**src/rtl/gda_pkg.sv**
```systemverilog
// ----------------------------------------------------------------------------
// gda_pkg
// Shared widths, codes, command and status types and calendar helpers for
// the Gregorian date adder.
// ----------------------------------------------------------------------------
package gda_pkg;

    // field widths
    localparam int ACTION_W     = 2;
    localparam int AMOUNT_WIDTH = 16;
    localparam int DAY_W        = 5;
    localparam int MONTH_W      = 4;
    localparam int YEAR_W       = 14;
    localparam int STATUS_W     = 2;

    // calendar constants
    localparam int YEAR_MAX    = 9999;
    localparam int YEAR_RESET  = 1970;
    localparam int ERA_YEARS   = 400;
    localparam int CENTURY     = 100;
    localparam int MONTHS_YEAR = 12;
    localparam int MONTH_FEB   = 2;
    localparam int MONTH_JUL   = 7;
    localparam int FEB_LEAP    = 29;
    localparam int FEB_COMMON  = 28;
    localparam int SHORT_MONTH = 30;
    localparam int LONG_MONTH  = 31;
    localparam int COMMON_YEAR = 365;

    // year modulo 400 tracking
    localparam int MOD_W     = $clog2(ERA_YEARS);
    localparam int MOD_RESET = YEAR_RESET % ERA_YEARS;
    localparam int YLEN_W    = $clog2(COMMON_YEAR + 2);

    // reciprocal multipliers for the two constant divisions
    localparam int RECIP_SHIFT  = 21;
    localparam int RECIP_400    = (2 ** RECIP_SHIFT + ERA_YEARS - 1) / ERA_YEARS;
    localparam int RECIP_12     = (2 ** RECIP_SHIFT + MONTHS_YEAR - 1) / MONTHS_YEAR;
    localparam int RECIP_400_W  = $clog2(RECIP_400 + 1);
    localparam int RECIP_12_W   = $clog2(RECIP_12 + 1);
    localparam int ERA_Q_W      = $clog2((2 ** YEAR_W) / ERA_YEARS + 1);
    localparam int MPROD_W      = YEAR_W + RECIP_400_W;

    // month count arithmetic for month and year steps
    localparam int TOTAL_MAX = YEAR_MAX * MONTHS_YEAR + MONTHS_YEAR - 1;
    localparam int MONTHS_W  = $clog2(TOTAL_MAX + 1);
    localparam int SUM_W     = (AMOUNT_WIDTH > YEAR_W + 1 ? AMOUNT_WIDTH : YEAR_W + 1) + 1;
    localparam int TOTAL_W   = SUM_W + 4;
    localparam int DPROD_W   = MONTHS_W + RECIP_12_W;
    localparam int PROD_W    = DPROD_W > MPROD_W ? DPROD_W : MPROD_W;
    localparam int CMP_W     = AMOUNT_WIDTH > YLEN_W ? AMOUNT_WIDTH : YLEN_W;

    // stream payload layout
    localparam int IN_DAY_LSB    = AMOUNT_WIDTH;
    localparam int IN_MONTH_LSB  = IN_DAY_LSB + DAY_W;
    localparam int IN_YEAR_LSB   = IN_MONTH_LSB + MONTH_W;
    localparam int IN_FIELDS_W   = IN_YEAR_LSB + YEAR_W;
    localparam int IN_DATA_W     = ((IN_FIELDS_W + 7) / 8) * 8;

    localparam int OUT_MONTH_LSB = DAY_W;
    localparam int OUT_YEAR_LSB  = OUT_MONTH_LSB + MONTH_W;
    localparam int OUT_LEAP_LSB  = OUT_YEAR_LSB + YEAR_W;
    localparam int OUT_MLEN_LSB  = OUT_LEAP_LSB + 1;
    localparam int OUT_STAT_LSB  = OUT_MLEN_LSB + DAY_W;
    localparam int OUT_FIELDS_W  = OUT_STAT_LSB + STATUS_W;
    localparam int OUT_DATA_W    = ((OUT_FIELDS_W + 7) / 8) * 8;

    typedef enum logic [ACTION_W-1:0] {
        ACT_LOAD   = 2'd0,
        ACT_DAYS   = 2'd1,
        ACT_MONTHS = 2'd2,
        ACT_YEARS  = 2'd3
    } t_action;

    typedef enum logic [STATUS_W-1:0] {
        ST_OK       = 2'd0,
        ST_BAD_LOAD = 2'd1,
        ST_RANGE    = 2'd2
    } t_status;

    // datapath operations issued by the controller
    typedef enum logic [3:0] {
        OP_NONE,
        OP_CAPTURE,
        OP_TOTAL,
        OP_DIV,
        OP_SPLIT,
        OP_MOD_MUL,
        OP_MOD_SUB,
        OP_CHECK,
        OP_FIX,
        OP_STEP,
        OP_COMMIT
    } t_dp_op;

    typedef struct packed {
        t_dp_op op;
    } t_dp_cmd;

    typedef struct packed {
        t_action action;     // action of the transaction in progress
        logic    total_bad;  // month count outside the calendar range
        logic    n_zero;     // no days left to step
        logic    err;        // transaction already refused
    } t_dp_stat;

    // leap rule from the year modulo 400
    function automatic logic is_leap(input logic [MOD_W-1:0] ymod);
        logic cent;
        cent = (ymod == MOD_W'(CENTURY)) || (ymod == MOD_W'(2 * CENTURY)) ||
               (ymod == MOD_W'(3 * CENTURY));
        return (ymod[1:0] == 2'b00) && !cent;
    endfunction

    function automatic logic [DAY_W-1:0] month_len(input logic [MONTH_W-1:0] m,
                                                   input logic leap);
        logic [DAY_W-1:0] len;
        if (m == MONTH_W'(MONTH_FEB)) begin
            len = leap ? DAY_W'(FEB_LEAP) : DAY_W'(FEB_COMMON);
        end else if (m <= MONTH_W'(MONTH_JUL)) begin
            len = m[0] ? DAY_W'(LONG_MONTH) : DAY_W'(SHORT_MONTH);
        end else begin
            len = m[0] ? DAY_W'(SHORT_MONTH) : DAY_W'(LONG_MONTH);
        end
        return len;
    endfunction

endpackage

```
**src/rtl/gda_ctrl.sv**
```systemverilog
// ----------------------------------------------------------------------------
// gda_ctrl
// Sequencer for the date adder: takes one transaction at a time, walks the
// datapath through its operations and owns the output valid flag.
// ----------------------------------------------------------------------------
module gda_ctrl (
    input  logic               i_clk,
    input  logic               i_rst_n,
    input  logic               i_s_tvalid,
    output logic               o_s_tready,
    input  gda_pkg::t_action   i_action,
    input  gda_pkg::t_dp_stat  i_stat,
    output gda_pkg::t_dp_cmd   o_cmd,
    output logic               o_m_tvalid,
    input  logic               i_m_tready
);
    import gda_pkg::*;

    typedef enum logic [9:0] {
        S_IDLE    = 10'b00_0000_0001,
        S_TOTAL   = 10'b00_0000_0010,
        S_DIV     = 10'b00_0000_0100,
        S_SPLIT   = 10'b00_0000_1000,
        S_MOD_MUL = 10'b00_0001_0000,
        S_MOD_SUB = 10'b00_0010_0000,
        S_CHECK   = 10'b00_0100_0000,
        S_FIX     = 10'b00_1000_0000,
        S_STEP    = 10'b01_0000_0000,
        S_DONE    = 10'b10_0000_0000
    } t_state;

    t_state r_state, n_state;
    logic   r_out_valid, n_out_valid;
    logic   out_free;

    assign out_free   = !r_out_valid || i_m_tready;
    assign o_s_tready = (r_state == S_IDLE);
    assign o_m_tvalid = r_out_valid;

    // next state and datapath command
    always_comb begin
        n_state     = r_state;
        n_out_valid = r_out_valid && !i_m_tready;
        o_cmd.op    = OP_NONE;
        unique case (r_state)
            S_IDLE: begin
                if (i_s_tvalid) begin
                    o_cmd.op = OP_CAPTURE;
                    unique case (i_action)
                        ACT_LOAD:   n_state = S_MOD_MUL;
                        ACT_DAYS:   n_state = S_STEP;
                        ACT_MONTHS,
                        ACT_YEARS:  n_state = S_TOTAL;
                        default:    n_state = S_TOTAL;
                    endcase
                end
            end
            S_TOTAL: begin
                o_cmd.op = OP_TOTAL;
                n_state  = S_DIV;
            end
            S_DIV: begin
                o_cmd.op = OP_DIV;
                n_state  = i_stat.total_bad ? S_DONE : S_SPLIT;
            end
            S_SPLIT: begin
                o_cmd.op = OP_SPLIT;
                n_state  = S_MOD_MUL;
            end
            S_MOD_MUL: begin
                o_cmd.op = OP_MOD_MUL;
                n_state  = S_MOD_SUB;
            end
            S_MOD_SUB: begin
                o_cmd.op = OP_MOD_SUB;
                n_state  = (i_stat.action == ACT_LOAD) ? S_CHECK : S_FIX;
            end
            S_CHECK: begin
                o_cmd.op = OP_CHECK;
                n_state  = S_DONE;
            end
            S_FIX: begin
                o_cmd.op = OP_FIX;
                n_state  = S_DONE;
            end
            S_STEP: begin
                if (i_stat.n_zero || i_stat.err) begin
                    n_state = S_DONE;
                end else begin
                    o_cmd.op = OP_STEP;
                end
            end
            S_DONE: begin
                if (out_free) begin
                    o_cmd.op    = OP_COMMIT;
                    n_out_valid = 1'b1;
                    n_state     = S_IDLE;
                end
            end
            default: n_state = S_IDLE;
        endcase
    end

    // state registers
    always_ff @(posedge i_clk) begin
        if (!i_rst_n) begin
            r_state     <= S_IDLE;
            r_out_valid <= 1'b0;
        end else begin
            r_state     <= n_state;
            r_out_valid <= n_out_valid;
        end
    end

endmodule

```
**src/rtl/gda_datapath.sv**
```systemverilog
// ----------------------------------------------------------------------------
// gda_datapath
// Held date, working date, month count divider, year modulo 400 reduction,
// day stepper and the output data register.
// ----------------------------------------------------------------------------
module gda_datapath (
    input  logic                              i_clk,
    input  logic                              i_rst_n,
    input  gda_pkg::t_dp_cmd                  i_cmd,
    input  gda_pkg::t_action                  i_action,
    input  logic [gda_pkg::IN_DATA_W-1:0]     i_data,
    output gda_pkg::t_dp_stat                 o_stat,
    output logic [gda_pkg::OUT_DATA_W-1:0]    o_data
);
    import gda_pkg::*;

    // held date
    logic [DAY_W-1:0]   r_day,   n_day;
    logic [MONTH_W-1:0] r_month, n_month;
    logic [YEAR_W-1:0]  r_year,  n_year;
    logic [MOD_W-1:0]   r_ymod,  n_ymod;

    // working date
    logic [DAY_W-1:0]   r_w_day,   n_w_day;
    logic [MONTH_W-1:0] r_w_month, n_w_month;
    logic [YEAR_W-1:0]  r_w_year,  n_w_year;
    logic [MOD_W-1:0]   r_w_ymod,  n_w_ymod;

    // transaction state
    t_action                         r_act,    n_act;
    t_status                         r_status, n_status;
    logic signed [AMOUNT_WIDTH-1:0]  r_amount, n_amount;
    logic                            r_dir,    n_dir;
    logic [AMOUNT_WIDTH-1:0]         r_n,      n_n;
    logic signed [TOTAL_W-1:0]       r_total,  n_total;
    logic [PROD_W-1:0]               r_prod,   n_prod;
    logic [OUT_DATA_W-1:0]           r_odata,  n_odata;

    // input unpacking
    logic signed [AMOUNT_WIDTH-1:0]  in_amount;
    logic [DAY_W-1:0]                in_day;
    logic [MONTH_W-1:0]              in_month;
    logic [YEAR_W-1:0]               in_year;

    assign in_amount = i_data[AMOUNT_WIDTH-1:0];
    assign in_day    = i_data[IN_DAY_LSB +: DAY_W];
    assign in_month  = i_data[IN_MONTH_LSB +: MONTH_W];
    assign in_year   = i_data[IN_YEAR_LSB +: YEAR_W];

    // calendar facts of the working date
    logic                 leap_w, leap_up, leap_dn, feb29, month_last;
    logic [MOD_W-1:0]     ymod_up, ymod_dn;
    logic [DAY_W-1:0]     mlen_w, mlen_prev, to_next;
    logic [YLEN_W-1:0]    ylen_up, ylen_dn;
    logic [CMP_W-1:0]     n_cmp;
    logic                 year_up_ok, year_dn_ok, load_bad;

    always_comb begin
        leap_w     = is_leap(r_w_ymod);
        ymod_up    = (r_w_ymod == MOD_W'(ERA_YEARS - 1)) ? '0 : r_w_ymod + MOD_W'(1);
        ymod_dn    = (r_w_ymod == '0) ? MOD_W'(ERA_YEARS - 1) : r_w_ymod - MOD_W'(1);
        leap_up    = is_leap(ymod_up);
        leap_dn    = is_leap(ymod_dn);
        mlen_w     = month_len(r_w_month, leap_w);
        mlen_prev  = month_len(r_w_month - MONTH_W'(1), leap_w);
        to_next    = mlen_w - r_w_day + DAY_W'(1);
        feb29      = (r_w_month == MONTH_W'(MONTH_FEB)) && (r_w_day == DAY_W'(FEB_LEAP));
        month_last = (r_w_month == MONTH_W'(MONTHS_YEAR));
        // days to the same date one year on or back
        ylen_up    = YLEN_W'(COMMON_YEAR) +
                     YLEN_W'((r_w_month <= MONTH_W'(MONTH_FEB)) ? leap_w : leap_up);
        ylen_dn    = YLEN_W'(COMMON_YEAR) +
                     YLEN_W'((r_w_month > MONTH_W'(MONTH_FEB)) ? leap_w : leap_dn);
        n_cmp      = CMP_W'(r_n);
        year_up_ok = !feb29 && (r_w_year < YEAR_W'(YEAR_MAX)) &&
                     (n_cmp >= CMP_W'(ylen_up));
        year_dn_ok = !feb29 && (r_w_year != '0) && (n_cmp >= CMP_W'(ylen_dn));
        load_bad   = (r_w_month == '0) || (r_w_month > MONTH_W'(MONTHS_YEAR)) ||
                     (r_w_year > YEAR_W'(YEAR_MAX)) || (r_w_day == '0) ||
                     (r_w_day > mlen_w);
    end

    // month count for month and year steps
    logic signed [TOTAL_W-1:0] tot_y, tot_a, tot_m, tot_base, tot_sum;
    logic                      total_bad;

    always_comb begin
        tot_y = signed'(TOTAL_W'(r_w_year));
        tot_a = TOTAL_W'(r_amount);
        tot_m = signed'(TOTAL_W'(r_w_month - MONTH_W'(1)));
        if (r_act == ACT_MONTHS) begin
            tot_base = tot_y;
            tot_sum  = (tot_base <<< 3) + (tot_base <<< 2) + tot_m + tot_a;
        end else begin
            tot_base = tot_y + tot_a;
            tot_sum  = (tot_base <<< 3) + (tot_base <<< 2) + tot_m;
        end
        total_bad = r_total[TOTAL_W-1] || (r_total > TOTAL_W'(TOTAL_MAX));
    end

    // reciprocal products and their quotients
    logic [DPROD_W-1:0]  div_prod;
    logic [MPROD_W-1:0]  mod_prod;
    logic [YEAR_W-1:0]   q_year;
    logic [MONTHS_W-1:0] q_times12, rem_months;
    logic [ERA_Q_W-1:0]  q_era;
    logic [YEAR_W-1:0]   era_base;

    always_comb begin
        // both factors are zero-extended before the multiply
        div_prod   = DPROD_W'($unsigned(MONTHS_W'(r_total))) *
                     DPROD_W'($unsigned(RECIP_12_W'(RECIP_12)));
        mod_prod   = MPROD_W'(r_w_year) * MPROD_W'($unsigned(RECIP_400_W'(RECIP_400)));
        q_year     = r_prod[RECIP_SHIFT +: YEAR_W];
        q_times12  = (MONTHS_W'(q_year) << 3) + (MONTHS_W'(q_year) << 2);
        rem_months = MONTHS_W'(r_total) - q_times12;
        q_era      = r_prod[RECIP_SHIFT +: ERA_Q_W];
        era_base   = YEAR_W'(q_era * ERA_YEARS);
    end

    // output selection on commit
    logic                 commit_ok;
    logic [DAY_W-1:0]     o_day_sel;
    logic [MONTH_W-1:0]   o_month_sel;
    logic [YEAR_W-1:0]    o_year_sel;
    logic [MOD_W-1:0]     o_ymod_sel;
    logic                 o_leap_sel;

    always_comb begin
        commit_ok   = (r_status == ST_OK);
        o_day_sel   = commit_ok ? r_w_day   : r_day;
        o_month_sel = commit_ok ? r_w_month : r_month;
        o_year_sel  = commit_ok ? r_w_year  : r_year;
        o_ymod_sel  = commit_ok ? r_w_ymod  : r_ymod;
        o_leap_sel  = is_leap(o_ymod_sel);
    end

    // operation decode
    always_comb begin
        n_day     = r_day;
        n_month   = r_month;
        n_year    = r_year;
        n_ymod    = r_ymod;
        n_w_day   = r_w_day;
        n_w_month = r_w_month;
        n_w_year  = r_w_year;
        n_w_ymod  = r_w_ymod;
        n_act     = r_act;
        n_status  = r_status;
        n_amount  = r_amount;
        n_dir     = r_dir;
        n_n       = r_n;
        n_total   = r_total;
        n_prod    = r_prod;
        n_odata   = r_odata;
        unique case (i_cmd.op)
            OP_CAPTURE: begin
                n_act    = i_action;
                n_status = ST_OK;
                n_amount = in_amount;
                n_dir    = in_amount[AMOUNT_WIDTH-1];
                n_n      = in_amount[AMOUNT_WIDTH-1] ? AMOUNT_WIDTH'(-in_amount)
                                                     : AMOUNT_WIDTH'(in_amount);
                n_w_ymod = r_ymod;
                if (i_action == ACT_LOAD) begin
                    n_w_day   = in_day;
                    n_w_month = in_month;
                    n_w_year  = in_year;
                end else begin
                    n_w_day   = r_day;
                    n_w_month = r_month;
                    n_w_year  = r_year;
                end
            end
            OP_TOTAL: begin
                n_total = tot_sum;
            end
            OP_DIV: begin
                if (total_bad) begin
                    n_status = ST_RANGE;
                end else begin
                    n_prod = PROD_W'(div_prod);
                end
            end
            OP_SPLIT: begin
                n_w_year  = q_year;
                n_w_month = rem_months[MONTH_W-1:0] + MONTH_W'(1);
            end
            OP_MOD_MUL: begin
                n_prod = PROD_W'(mod_prod);
            end
            OP_MOD_SUB: begin
                n_w_ymod = MOD_W'(r_w_year - era_base);
            end
            OP_CHECK: begin
                if (load_bad) begin
                    n_status = ST_BAD_LOAD;
                end
            end
            OP_FIX: begin
                // day past the new month's end moves to the next month's first
                if (r_w_day > mlen_w) begin
                    n_w_day   = DAY_W'(1);
                    n_w_month = r_w_month + MONTH_W'(1);
                end
            end
            OP_STEP: begin
                if (!r_dir) begin
                    // forward: whole years, then whole months, then days
                    if (year_up_ok) begin
                        n_w_year = r_w_year + YEAR_W'(1);
                        n_w_ymod = ymod_up;
                        n_n      = r_n - AMOUNT_WIDTH'(ylen_up);
                    end else if (n_cmp >= CMP_W'(to_next)) begin
                        n_n     = r_n - AMOUNT_WIDTH'(to_next);
                        n_w_day = DAY_W'(1);
                        if (month_last) begin
                            if (r_w_year == YEAR_W'(YEAR_MAX)) begin
                                n_status = ST_RANGE;
                            end else begin
                                n_w_year  = r_w_year + YEAR_W'(1);
                                n_w_ymod  = ymod_up;
                                n_w_month = MONTH_W'(1);
                            end
                        end else begin
                            n_w_month = r_w_month + MONTH_W'(1);
                        end
                    end else begin
                        n_w_day = r_w_day + DAY_W'(r_n);
                        n_n     = '0;
                    end
                end else begin
                    // backward: whole years, then to last day of prior month
                    if (year_dn_ok) begin
                        n_w_year = r_w_year - YEAR_W'(1);
                        n_w_ymod = ymod_dn;
                        n_n      = r_n - AMOUNT_WIDTH'(ylen_dn);
                    end else if (n_cmp >= CMP_W'(r_w_day)) begin
                        n_n = r_n - AMOUNT_WIDTH'(r_w_day);
                        if (r_w_month == MONTH_W'(1)) begin
                            if (r_w_year == '0) begin
                                n_status = ST_RANGE;
                            end else begin
                                n_w_year  = r_w_year - YEAR_W'(1);
                                n_w_ymod  = ymod_dn;
                                n_w_month = MONTH_W'(MONTHS_YEAR);
                                n_w_day   = DAY_W'(LONG_MONTH);
                            end
                        end else begin
                            n_w_month = r_w_month - MONTH_W'(1);
                            n_w_day   = mlen_prev;
                        end
                    end else begin
                        n_w_day = r_w_day - DAY_W'(r_n);
                        n_n     = '0;
                    end
                end
            end
            OP_COMMIT: begin
                if (commit_ok) begin
                    n_day   = r_w_day;
                    n_month = r_w_month;
                    n_year  = r_w_year;
                    n_ymod  = r_w_ymod;
                end
                n_odata = OUT_DATA_W'({r_status,
                                       month_len(o_month_sel, o_leap_sel),
                                       o_leap_sel, o_year_sel, o_month_sel, o_day_sel});
            end
            default: begin
            end
        endcase
    end

    // held date and transaction status
    always_ff @(posedge i_clk) begin
        if (!i_rst_n) begin
            r_day    <= DAY_W'(1);
            r_month  <= MONTH_W'(1);
            r_year   <= YEAR_W'(YEAR_RESET);
            r_ymod   <= MOD_W'(MOD_RESET);
            r_act    <= ACT_LOAD;
            r_status <= ST_OK;
        end else begin
            r_day    <= n_day;
            r_month  <= n_month;
            r_year   <= n_year;
            r_ymod   <= n_ymod;
            r_act    <= n_act;
            r_status <= n_status;
        end
    end

    // working registers
    always_ff @(posedge i_clk) begin
        r_w_day   <= n_w_day;
        r_w_month <= n_w_month;
        r_w_year  <= n_w_year;
        r_w_ymod  <= n_w_ymod;
        r_amount  <= n_amount;
        r_dir     <= n_dir;
        r_n       <= n_n;
        r_total   <= n_total;
        r_prod    <= n_prod;
        r_odata   <= n_odata;
    end

    assign o_stat.action    = r_act;
    assign o_stat.total_bad = total_bad;
    assign o_stat.n_zero    = (r_n == '0);
    assign o_stat.err       = (r_status != ST_OK);
    assign o_data           = r_odata;

endmodule

```
**src/rtl/gregorian_date_adder.sv**
```systemverilog
// ----------------------------------------------------------------------------
// gregorian_date_adder
// Holds a Gregorian date and loads it or adds signed days, months or years.
// ----------------------------------------------------------------------------
// One transaction at a time. A load captures the fields, reduces the year
// modulo 400 and checks the date; a month or year add goes through month
// count, reciprocal divide by 12, split, modulo 400 reduction and month end
// fix before the result is presented. A day add is walked by a stepper that
// moves one whole year, one month or the final remainder of days per cycle.
// The held date resets to 1/1/1970; a refused transaction leaves it
// untouched and reports status.
// ----------------------------------------------------------------------------
module gregorian_date_adder (
    input  logic                            i_clk,
    input  logic                            i_rst_n,
    // input stream
    input  logic                            i_s_tvalid,
    output logic                            o_s_tready,
    // tdata: amount, load_day, load_month, load_year
    input  logic [gda_pkg::IN_DATA_W-1:0]   i_s_tdata,
    // tuser: action
    input  logic [gda_pkg::ACTION_W-1:0]    i_s_tuser,
    // result stream
    output logic                            o_m_tvalid,
    input  logic                            i_m_tready,
    // tdata: day, month, year, leap, month_length, status
    output logic [gda_pkg::OUT_DATA_W-1:0]  o_m_tdata
);
    import gda_pkg::*;

    t_dp_cmd  cmd;
    t_dp_stat stat;
    t_action  action;

    assign action = t_action'(i_s_tuser);

    // sequencer
    gda_ctrl u_ctrl (
        .i_clk      (i_clk),
        .i_rst_n    (i_rst_n),
        .i_s_tvalid (i_s_tvalid),
        .o_s_tready (o_s_tready),
        .i_action   (action),
        .i_stat     (stat),
        .o_cmd      (cmd),
        .o_m_tvalid (o_m_tvalid),
        .i_m_tready (i_m_tready)
    );

    // date datapath
    gda_datapath u_datapath (
        .i_clk    (i_clk),
        .i_rst_n  (i_rst_n),
        .i_cmd    (cmd),
        .i_action (action),
        .i_data   (i_s_tdata),
        .o_stat   (stat),
        .o_data   (o_m_tdata)
    );

`ifndef SYNTHESIS
    // one transaction in flight: no second accept right after one
    a_single_txn: assert property (@(posedge i_clk) disable iff (!i_rst_n)
        (i_s_tvalid && o_s_tready) |=> !o_s_tready)
        else $error("input accepted while a transaction was in progress");

    // presented date is always a real month and day
    a_date_sane: assert property (@(posedge i_clk) disable iff (!i_rst_n)
        o_m_tvalid |-> (o_m_tdata[OUT_MONTH_LSB +: MONTH_W] != '0) &&
                       (o_m_tdata[OUT_MONTH_LSB +: MONTH_W] <= MONTH_W'(MONTHS_YEAR)) &&
                       (o_m_tdata[DAY_W-1:0] != '0) &&
                       (o_m_tdata[DAY_W-1:0] <= o_m_tdata[OUT_MLEN_LSB +: DAY_W]))
        else $error("result date out of calendar range");

    // held year never leaves the supported range
    a_year_range: assert property (@(posedge i_clk) disable iff (!i_rst_n)
        o_m_tvalid |-> (o_m_tdata[OUT_YEAR_LSB +: YEAR_W] <= YEAR_W'(YEAR_MAX)) &&
                       (o_m_tdata[OUT_STAT_LSB +: STATUS_W] != 2'd3))
        else $error("result year or status out of range");
`endif

endmodule

```
**config.mk**
```make
export PLATFORM = sky130hd
export DESIGN_NAME = gregorian_date_adder
export DESIGN_NICKNAME = d
export VERILOG_FILES = /design/src/rtl/gda_pkg.sv /design/src/rtl/gda_ctrl.sv /design/src/rtl/gda_datapath.sv /design/src/rtl/gregorian_date_adder.sv
export SDC_FILE = /design/constraint.sdc
export NUM_CORES = 1
export LEC_CHECK = 0
export BUFFER_PORTS_ARGS = -buffer_cell sky130_fd_sc_hd__buf_2
export CORE_MARGIN = 8
export CORE_UTILIZATION = 30
export DETAILED_ROUTE_END_ITERATION = 6
export PLACE_DENSITY_LB_ADDON = 0.1
export SLEW_MARGIN = 15
export SYNTH_ARGS = -nofsm -noshare
export SYNTH_HDL_FRONTEND = slang
export SYNTH_HIERARCHICAL = 1
export SYNTH_SLANG_ARGS = --single-unit
```
**constraint.sdc**
```tcl
create_clock -name i_clk -period 5.85 [get_ports i_clk]
set_clock_uncertainty 0.05 [all_clocks]
set_input_delay 0.585 -clock i_clk [delete_from_list [all_inputs] [get_ports i_clk]]
set_output_delay 0.585 -clock i_clk [all_outputs]
set_load 0.05 [all_outputs]
```
==> results of run 1 <==
registers in the layout, indices dropped and copies added, names as in the netlist, 9 cells and up:
register,count
u_datapath/r_prod,14
u_datapath/r_amount,16
u_ctrl/r_state,10
u_datapath/r_year,14
u_datapath/r_w_ymod,9
u_datapath/n_cmp,16
u_datapath/o_data,28
u_datapath/r_ymod,9
u_datapath/r_total,21
u_datapath/r_w_year,14
logic make-up (layout without fill, tap and decap cells):
| kind of cell | Yosys count | in the layout | share of synthesized area (%) |
|---|---|---|---|
| AND/OR/NAND/NOR | 688 | 688 | 14.4 |
| multiplexers | 41 | 41 | 1.73 |
| AO/OA/AOI/OAI | 594 | 594 | 16.4 |
| buffers and inverters | 462 | 643 | 7.47 |
| flip-flops | 174 | 174 | 19.9 |
| other | 2 | 4 | 0.0315 |
| XOR/XNOR | 141 | 141 | 5.17 |
| adder cells (fa/ha/maj) | 550 | 550 | 34.9 |
repair_timing:
action / in CTS / in global routing
pin swaps: 13 / 19
resized for setup: 17 / 38
setup endpoints to repair: 13 / 25
setup buffers: 1 / 11
layout make-up:
cell class | instances | area share, %
clock inverters | 14 | 0.540
multi-input cells | 2018 | 64.7
inverters | 378 | 5.19
repair buffers | 233 | 5.83
flip-flops and latches | 174 | 17.4
well taps | 1050 | 4.80
clock buffers | 18 | 1.60
per-stage QoR:
stage / setup WS [ns] / instance area [um2]
after floorplan: 0.00846 / 23900
after global placement: -0.267 / 26300
after detailed placement: -0.289 / 26300
after CTS: 0.000909 / 27100
after global routing: -0.142 / 27400
final: 0.0913 / 27400
final timing paths:
check	cells after the start	to	slack, ns
max reg2reg	21	u_datapath/r_prod[27]	0.09
min reg2reg	0	u_datapath/o_data[29]	0.44
max	21	u_datapath/r_prod[27]	0.09
min	1	u_datapath/r_amount[6]	0.25
synthesized netlist by cell type (9+ instances only):
cell	count	area share, %
sky130_fd_sc_hd__inv_1	376	5.9
sky130_fd_sc_hd__ha_1	358	19
sky130_fd_sc_hd__fa_1	192	16
sky130_fd_sc_hd__nand2_1	189	3.0
sky130_fd_sc_hd__nor2_1	155	2.4
sky130_fd_sc_hd__o21ai_0	143	3.0
sky130_fd_sc_hd__a21oi_1	140	2.9
sky130_fd_sc_hd__edfxtp_1	127	16
sky130_fd_sc_hd__xnor2_1	86	3.2
sky130_fd_sc_hd__nand3_1	71	1.5
sky130_fd_sc_hd__nor3_1	64	1.3
sky130_fd_sc_hd__clkbuf_1	57	0.90
sky130_fd_sc_hd__xor2_1	55	2.0
sky130_fd_sc_hd__dfxtp_1	47	3.9
sky130_fd_sc_hd__a21o_1	45	1.4
sky130_fd_sc_hd__mux2i_1	38	1.6
sky130_fd_sc_hd__o211ai_1	25	0.79
sky130_fd_sc_hd__a211oi_1	24	0.75
sky130_fd_sc_hd__nand4_1	23	0.60
sky130_fd_sc_hd__and3_1	21	0.55
sky130_fd_sc_hd__nand2b_1	21	0.55
sky130_fd_sc_hd__a31oi_1	20	0.52
sky130_fd_sc_hd__or3_1	20	0.52
sky130_fd_sc_hd__o22ai_1	19	0.50
sky130_fd_sc_hd__nor2b_1	18	0.47
sky130_fd_sc_hd__o31ai_1	17	0.53
sky130_fd_sc_hd__and2_1	16	0.42
sky130_fd_sc_hd__nor3b_1	16	0.50
sky130_fd_sc_hd__nor4_1	16	0.42
sky130_fd_sc_hd__o21bai_1	16	0.50
sky130_fd_sc_hd__o221ai_1	16	0.59
sky130_fd_sc_hd__buf_2	15	0.31
sky130_fd_sc_hd__o21a_1	15	0.47
sky130_fd_sc_hd__a22oi_1	12	0.38
sky130_fd_sc_hd__a21boi_0	11	0.35
sky130_fd_sc_hd__nand3b_1	10	0.31
sky130_fd_sc_hd__or2_2	10	0.26
sky130_fd_sc_hd__a211o_1	9	0.33
layer usage:
| metal | vias up | wire [um] | part of all wire (%) | track usage (%) |
|---|---|---|---|---|
| met2 | 472 | 36400 | 45 | 28.5 |
| met5 | - | 0 | 0 | 0 |
| li1 | 9620 | - | - | - |
| met1 | 9602 | 39100 | 49 | 25.4 |
| met4 | 0 | 1850 | 2.3 | 5.30 |
| met3 | 71 | 2960 | 3.7 | 1.83 |
critical path, stage by stage (launching register included):
cell and delay (ns):
sky130_fd_sc_hd__edfxtp_1 0.44, sky130_fd_sc_hd__ha_4 0.27, sky130_fd_sc_hd__fa_1 0.52, sky130_fd_sc_hd__inv_2 0.05
sky130_fd_sc_hd__fa_1 0.49, sky130_fd_sc_hd__inv_2 0.05, sky130_fd_sc_hd__buf_6 0.12, sky130_fd_sc_hd__fa_1 0.46
sky130_fd_sc_hd__fa_1 0.57, sky130_fd_sc_hd__fa_1 0.46, sky130_fd_sc_hd__ha_4 0.32, sky130_fd_sc_hd__nand4_4 0.12
sky130_fd_sc_hd__a2111oi_4 0.32, sky130_fd_sc_hd__buf_4 0.19, sky130_fd_sc_hd__o311ai_4 0.13, sky130_fd_sc_hd__a31oi_4 0.18
sky130_fd_sc_hd__buf_12 0.15, sky130_fd_sc_hd__a311oi_4 0.11, sky130_fd_sc_hd__buf_4 0.16, sky130_fd_sc_hd__o21bai_1 0.14
sky130_fd_sc_hd__xnor2_1 0.14, sky130_fd_sc_hd__nor2_1 0.06
==> impl_table.tex, run 1 <==
\begin{tabular}{lr}
\hline
Metric & Value \\
\hline
\multicolumn{2}{l}{\textbf{Status}} \\
Outcome & finished clean \\
\multicolumn{2}{l}{\textbf{Layout}} \\
Utilization after layout & 34.7\% \\
Antenna Diode Count & 0 \\
Total number of nets in the final design & 3418 \\
Total of fill cells in the finished design & 8182 \\
Area added between synthesis and finish & 14.6\% \\
Most frequent standard cell in the layout excluding fill and tap cells & sky130\_fd\_sc\_hd\_\_inv\_1 \\
Proportion of layout cells with a drive suffix above 1 & 12.5\% \\
Leading cell types in the layout, fill and taps excluded & sky130\_fd\_sc\_hd\_\_inv\_1 (372), sky130\_fd\_sc\_hd\_\_ha\_1 (348), sky130\_fd\_sc\_hd\_\_fa\_1 (192), sky130\_fd\_sc\_hd\_\_nand2\_1 (188), sky130\_fd\_sc\_hd\_\_buf\_4 (155) \\
Sequential cell area in the final layout & 0.00475 mm2 \\
Number of non-filler instances in the completed layout & 3885 \\
Multi-input gate area & 0.0177 mm2 \\
\multicolumn{2}{l}{\textbf{Floorplan}} \\
Total I/O pin count & 80 \\
Starting utilization of the core area & 30.3\% \\
Placeable core region & 0.0789 mm2 \\
Die area & 0.0889 mm2 \\
Die span in y & 298 um \\
Die span in x & 298 um \\
Placement Rows & 103 \\
\multicolumn{2}{l}{\textbf{STA}} \\
Setup Total Neg Slack & 0 ns \\
Setup repair after global routing missed its margin & true \\
Final number of max-transition violations & 0 \\
Remaining max-slew budget at the tightest pin & 36.4\% \\
Final setup violation count & 0 \\
Slew at the pin closest to its max-slew limit & 0.951 ns \\
Post-route clock period utilization & 98.4\% \\
Time the final worst path needs with I/O delays and setup & 5.76 ns \\
Fmax achieved & 174 MHz \\
Final hold vios & 0 \\
Final hold slack & 0.248 ns \\
\multicolumn{2}{l}{\textbf{Logic synthesis}} \\
Post-synth ARST share & 0\% \\
Number of distinct library cells after synthesis & 99 \\
\#FFs+latches synth & 174 \\
Primary FF master, synth & sky130\_fd\_sc\_hd\_\_edfxtp\_1 \\
Synthesis warning total & 6 \\
Per-instance average area after synthesis & 9.00 um2 \\
Post-Syn Instances & 2652 \\
Count of flip-flops with a built-in enable after synthesis & 127 \\
Share of synthesized area occupied by flip-flops and latches & 19.9\% \\
Post-synthesis cell area & 0.0239 mm2 \\
\multicolumn{2}{l}{\textbf{Worst setup path}} \\
Crit path arrival time & 5.96 ns \\
Worst EP required & 6.05 ns \\
Critical Path Fanout Max & 4 \\
Worst setup path startpoint & u\_datapath/r\_total[2] \\
Endpoint type of the worst setup path & register \\
Worst setup SP type & register \\
Classification of the worst setup path & register to register \\
Critical register-to-register path startpoint & u\_datapath/r\_total[2] \\
\multicolumn{2}{l}{\textbf{Global route}} \\
Vias in the first global route & 20.2k \\
First-pass GRT wire length & 124 mm \\
Gr ovfl total & 0 \\
Total global routing track utilization & 17.9\% \\
Largest net degree at the start of global routing & 51 \\
Number of antenna violations at the first check in global routing & 0 \\
\multicolumn{2}{l}{\textbf{Drt}} \\
Routed Antenna Nets & 0 \\
Final Routed Wirelength & 80.3 mm \\
Count of routing violations after the opening detailed-route iteration & 1306 \\
Pre-Repair DR Iteration Count & 6 \\
Overall via count from detail\_route & 19.8k \\
DRC violations left & 0 \\
Wire length per cell & 20.7 um \\
Vias per inst & 5.09 \\
\multicolumn{2}{l}{\textbf{Min path}} \\
Startpoint of the worst hold path & i\_s\_tdata[6] \\
Path category of the worst min-delay check & primary input to register \\
\multicolumn{2}{l}{\textbf{Flow run}} \\
Max\_cap viols & 0 \\
\multicolumn{2}{l}{\textbf{Placement}} \\
Cells after DPL & 3841 \\
Buffers on Ports & 74 \\
Half-perimeter wire length of the detailed placement result & 65.7 mm \\
Global placement routability congestion & 0.904 \\
\multicolumn{2}{l}{\textbf{Clocking}} \\
CTS Buf Count & 17 \\
Post-CTS Hold Buffers & 0 \\
Max clock buf depth & 2 \\
Clock input transition at the sequential cells of the worst setup and hold paths & 0.08 ns \\
Sink count of the clock tree & 174 \\
Maximum level of the CTS H-tree & 4 \\
Clk root buf & sky130\_fd\_sc\_hd\_\_clkbuf\_16 \\
CTS tree & built \\
Clock latency reported for the late side of the worst-skew pair & 0.51 ns \\
\hline
\end{tabular}
Power of run 1 is not shown: default switching activity piles up to over one toggle a cycle in this logic, so the estimate is an artifact.
==> run 2, diff against run 1 <==
--- a/config.mk
+++ b/config.mk
@@ -9,7 +9,7 @@
 export CORE_MARGIN = 8
 export CORE_UTILIZATION = 30
 export DETAILED_ROUTE_END_ITERATION = 6
-export PLACE_DENSITY_LB_ADDON = 0.1
+export PLACE_DENSITY = 0.53
 export SLEW_MARGIN = 15
 export SYNTH_ARGS = -nofsm -noshare
 export SYNTH_HDL_FRONTEND = slang
==> run 2 against run 1 <==
Net effect:
- via count down 1.1%
- hold slack better by 0.022 ns
- non-clock buffer count down 1
- first-iteration DRC count up 4.7%
- flip-flop and latch count unchanged
- die area unchanged
- final cell count about the same
- register-to-register slack better by 0.08 ns
- final area down 0.48%
- global-route usage down 2.1 points
- core utilization down 0.17 points
- maximum frequency up 1.5%
- critical path type unchanged
- critical endpoint is now u_datapath/r_prod[34]
- largest cell class unchanged
==> impl_table.tex, run 2 (same netlist as run 1, synthesis figures left out) <==
\begin{tabular}{lr}
\hline
Metric & Value \\
\hline
\multicolumn{2}{l}{\textbf{Drt}} \\
Pre-Repair DR Iteration Count & 6 (unchanged) \\
Wire length per cell & 18.4 um (-11\%) \\
Count of routing violations after the opening detailed-route iteration & 1368 (+4.7\%) \\
Overall via count from detail\_route & 19.6k (-1.1\%) \\
Routed Antenna Nets & 0 (unchanged) \\
Final Routed Wirelength & 71.5 mm (-11\%) \\
Vias per inst & 5.03 (-1.1\%) \\
DRC violations left & 0 (unchanged) \\
\multicolumn{2}{l}{\textbf{Placement}} \\
Standard cell area after detailed placement & 0.0263 mm2 (-0.17\%) \\
Buffers on Ports & 74 (unchanged) \\
Global placement routability congestion & 0.912 (+0.87\%) \\
Half-perimeter wire length of the detailed placement result & 58.6 mm (-11\%) \\
\multicolumn{2}{l}{\textbf{Clocking}} \\
CTS Buf Count & 17 (unchanged) \\
Sink count of the clock tree & 174 (unchanged) \\
Max clock buf depth & 2 (unchanged) \\
Maximum level of the CTS H-tree & 4 (unchanged) \\
Post-CTS Hold Buffers & 0 (unchanged) \\
CTS tree & built \\
Clk root buf & sky130\_fd\_sc\_hd\_\_clkbuf\_16 \\
Clock input transition at the sequential cells of the worst setup and hold paths & 0.08 ns (about the same) \\
Clock latency reported for the late side of the worst-skew pair & 0.48 ns (-0.03 ns) \\
\multicolumn{2}{l}{\textbf{Floorplan}} \\
Placement Rows & 103 (unchanged) \\
Die area & 0.0889 mm2 (unchanged) \\
Placeable core region & 0.0789 mm2 (unchanged) \\
Starting utilization of the core area & 30.3\% (unchanged) \\
Die span in x & 298 um (unchanged) \\
Die span in y & 298 um (unchanged) \\
Total I/O pin count & 80 (unchanged) \\
\multicolumn{2}{l}{\textbf{Worst setup path}} \\
Most common cell on crit path & sky130\_fd\_sc\_hd\_\_fa\_1 \\
Critical Path Fanout Max & 4 (unchanged) \\
Worst setup path startpoint & u\_datapath/r\_total[4] \\
Cells along the critical path & ha\_4 -> fa\_1 -> inv\_2 -> fa\_1 -> inv\_2 -> buf\_6 -> fa\_1 -> fa\_1 -> fa\_1 -> ha\_4 -> nand4\_4 -> a2111oi\_4 -> buf\_4 -> o311ai\_4 -> a31oi\_4 -> a311o\_1 -> a31o\_2 -> and3\_1 -> nor3\_2 \\
Crit path arrival time & 5.86 ns (-0.10 ns) \\
Worst EP required & 6.03 ns (-0.02 ns) \\
Slowest Stage Delay on Critical Path & 0.57 ns (about the same) \\
Worst setup SP type & register \\
Classification of the worst setup path & register to register \\
Critical register-to-register path startpoint & u\_datapath/r\_total[4] \\
Slowest cell on the critical path & sky130\_fd\_sc\_hd\_\_fa\_1 \\
Endpoint type of the worst setup path & register \\
\multicolumn{2}{l}{\textbf{Layout}} \\
Area added between synthesis and finish & 14.1\% \\
Proportion of layout cells with a drive suffix above 1 & 12.0\% (-0.49 points) \\
Fin area & 0.0272 mm2 (-0.48\%) \\
Total of fill cells in the finished design & 8231 (+0.60\%) \\
Most frequent standard cell in the layout excluding fill and tap cells & sky130\_fd\_sc\_hd\_\_inv\_1 \\
Leading cell types in the layout, fill and taps excluded & sky130\_fd\_sc\_hd\_\_inv\_1 (374), sky130\_fd\_sc\_hd\_\_ha\_1 (349), sky130\_fd\_sc\_hd\_\_fa\_1 (190), sky130\_fd\_sc\_hd\_\_nand2\_1 (188), sky130\_fd\_sc\_hd\_\_buf\_4 (155) \\
Total number of nets in the final design & 3417 (-0.029\%) \\
Largest register FFs & 28 (unchanged) \\
\multicolumn{2}{l}{\textbf{STA}} \\
Fmax achieved & 176 MHz (+1.5\%) \\
Time the final worst path needs with I/O delays and setup & 5.68 ns (-0.0835 ns) \\
Remaining max-slew budget at the tightest pin & 29.8\% (-6.6 points) \\
Final setup violation count & 0 (unchanged) \\
Post-route clock period utilization & 97.0\% (-1.4 points) \\
Final number of max-transition violations & 0 (unchanged) \\
Final hold vios & 0 (unchanged) \\
Slew at the pin closest to its max-slew limit & 1.05 ns (+0.102 ns) \\
Setup repair after global routing missed its margin & true \\
\multicolumn{2}{l}{\textbf{Global route}} \\
Number of antenna violations at the first check in global routing & 4 (+4) \\
Total global routing track utilization & 15.8\% (-2.1 points) \\
Largest net degree at the start of global routing & 51 (unchanged) \\
First-pass GRT wire length & 111 mm (-10\%) \\
Gr ovfl total & 0 (unchanged) \\
Vias in the first global route & 19.2k (-5.0\%) \\
\multicolumn{2}{l}{\textbf{Min path}} \\
Path category of the worst min-delay check & primary input to register \\
Startpoint of the worst hold path & i\_s\_tdata[14] \\
\multicolumn{2}{l}{\textbf{Status}} \\
Outcome & finished clean \\
\multicolumn{2}{l}{\textbf{Flow run}} \\
Max\_cap viols & 0 (unchanged) \\
\hline
\end{tabular}
## run 2: final timing paths
path | to | slack (ns) | depth (start not counted)
worst max-delay path | u_datapath/r_prod[34] | 0.17 | 19
worst min-delay path | u_datapath/r_amount[14] | 0.27 | 1
worst max register to register | u_datapath/r_prod[34] | 0.17 | 19
worst min register to register | u_datapath/r_year[7] | 0.44 | 2
## run 2: what timing repair did
| item | 4_1_cts | 5_1_grt |
|---|---|---|
| hold endpoints to repair | 0 | 0 |
| setup buffers | 1 | 17 |
| resized for setup | 10 | 24 |
| setup endpoints to repair | 11 | 25 |
| pin swaps | 12 | 24 |
## run 2: final cells by class
class	instances	area, um2	share of cell area, %
antenna	2	5.00	0.0184
clock buffer	17	425	1.56
clock inverter	15	170	0.625
inverter	378	1420	5.21
multi-input combinational	2018	17600	64.5
sequential	174	4750	17.5
tap	1050	1310	4.82
timing repair buffer	232	1580	5.79
## run 2: per-layer routing
layer / vias up / wire [um] / GRT usage (%)
met1: 9357 / 33100 / 21.2
met3: 92 / 2680 / 1.78
met4: 6 / 2280 / 5.65
met5: - / 39 / 0
li1: 9625 / - / -
met2: 474 / 33400 / 26.0
## run 2: critical path, delay by kind of cell, from the launching register on
kind	cells	cell delay (ns)
flip-flops	1	0.44
adder cells (fa/ha/maj)	7	3.08
buffers and inverters	4	0.41
AND/OR/NAND/NOR	3	0.33
AO/OA/AOI/OAI	5	1.11
## run 2: metrics by stage
| stage | util, % | hold WS (ns) | setup slack, ns | TNS [ns] | std cells |
|---|---|---|---|---|---|
| after detailed placement | 33.3 | 0.429 | -0.110 | -0.619 | 3835 |
| after CTS | 34.2 | 0.237 | 0.00583 | 0 | 3868 |
| final | 34.5 | 0.269 | 0.175 | 0 | 3886 |
| after floorplan | - | 0.400 | 0.00846 | 0 | 2654 |
| after global routing | 34.5 | 0.257 | -0.0453 | -0.143 | 3884 |
| after global placement | 33.3 | 0.422 | -0.121 | -0.600 | 3835 |
Power of run 2 is left out for the same reason.
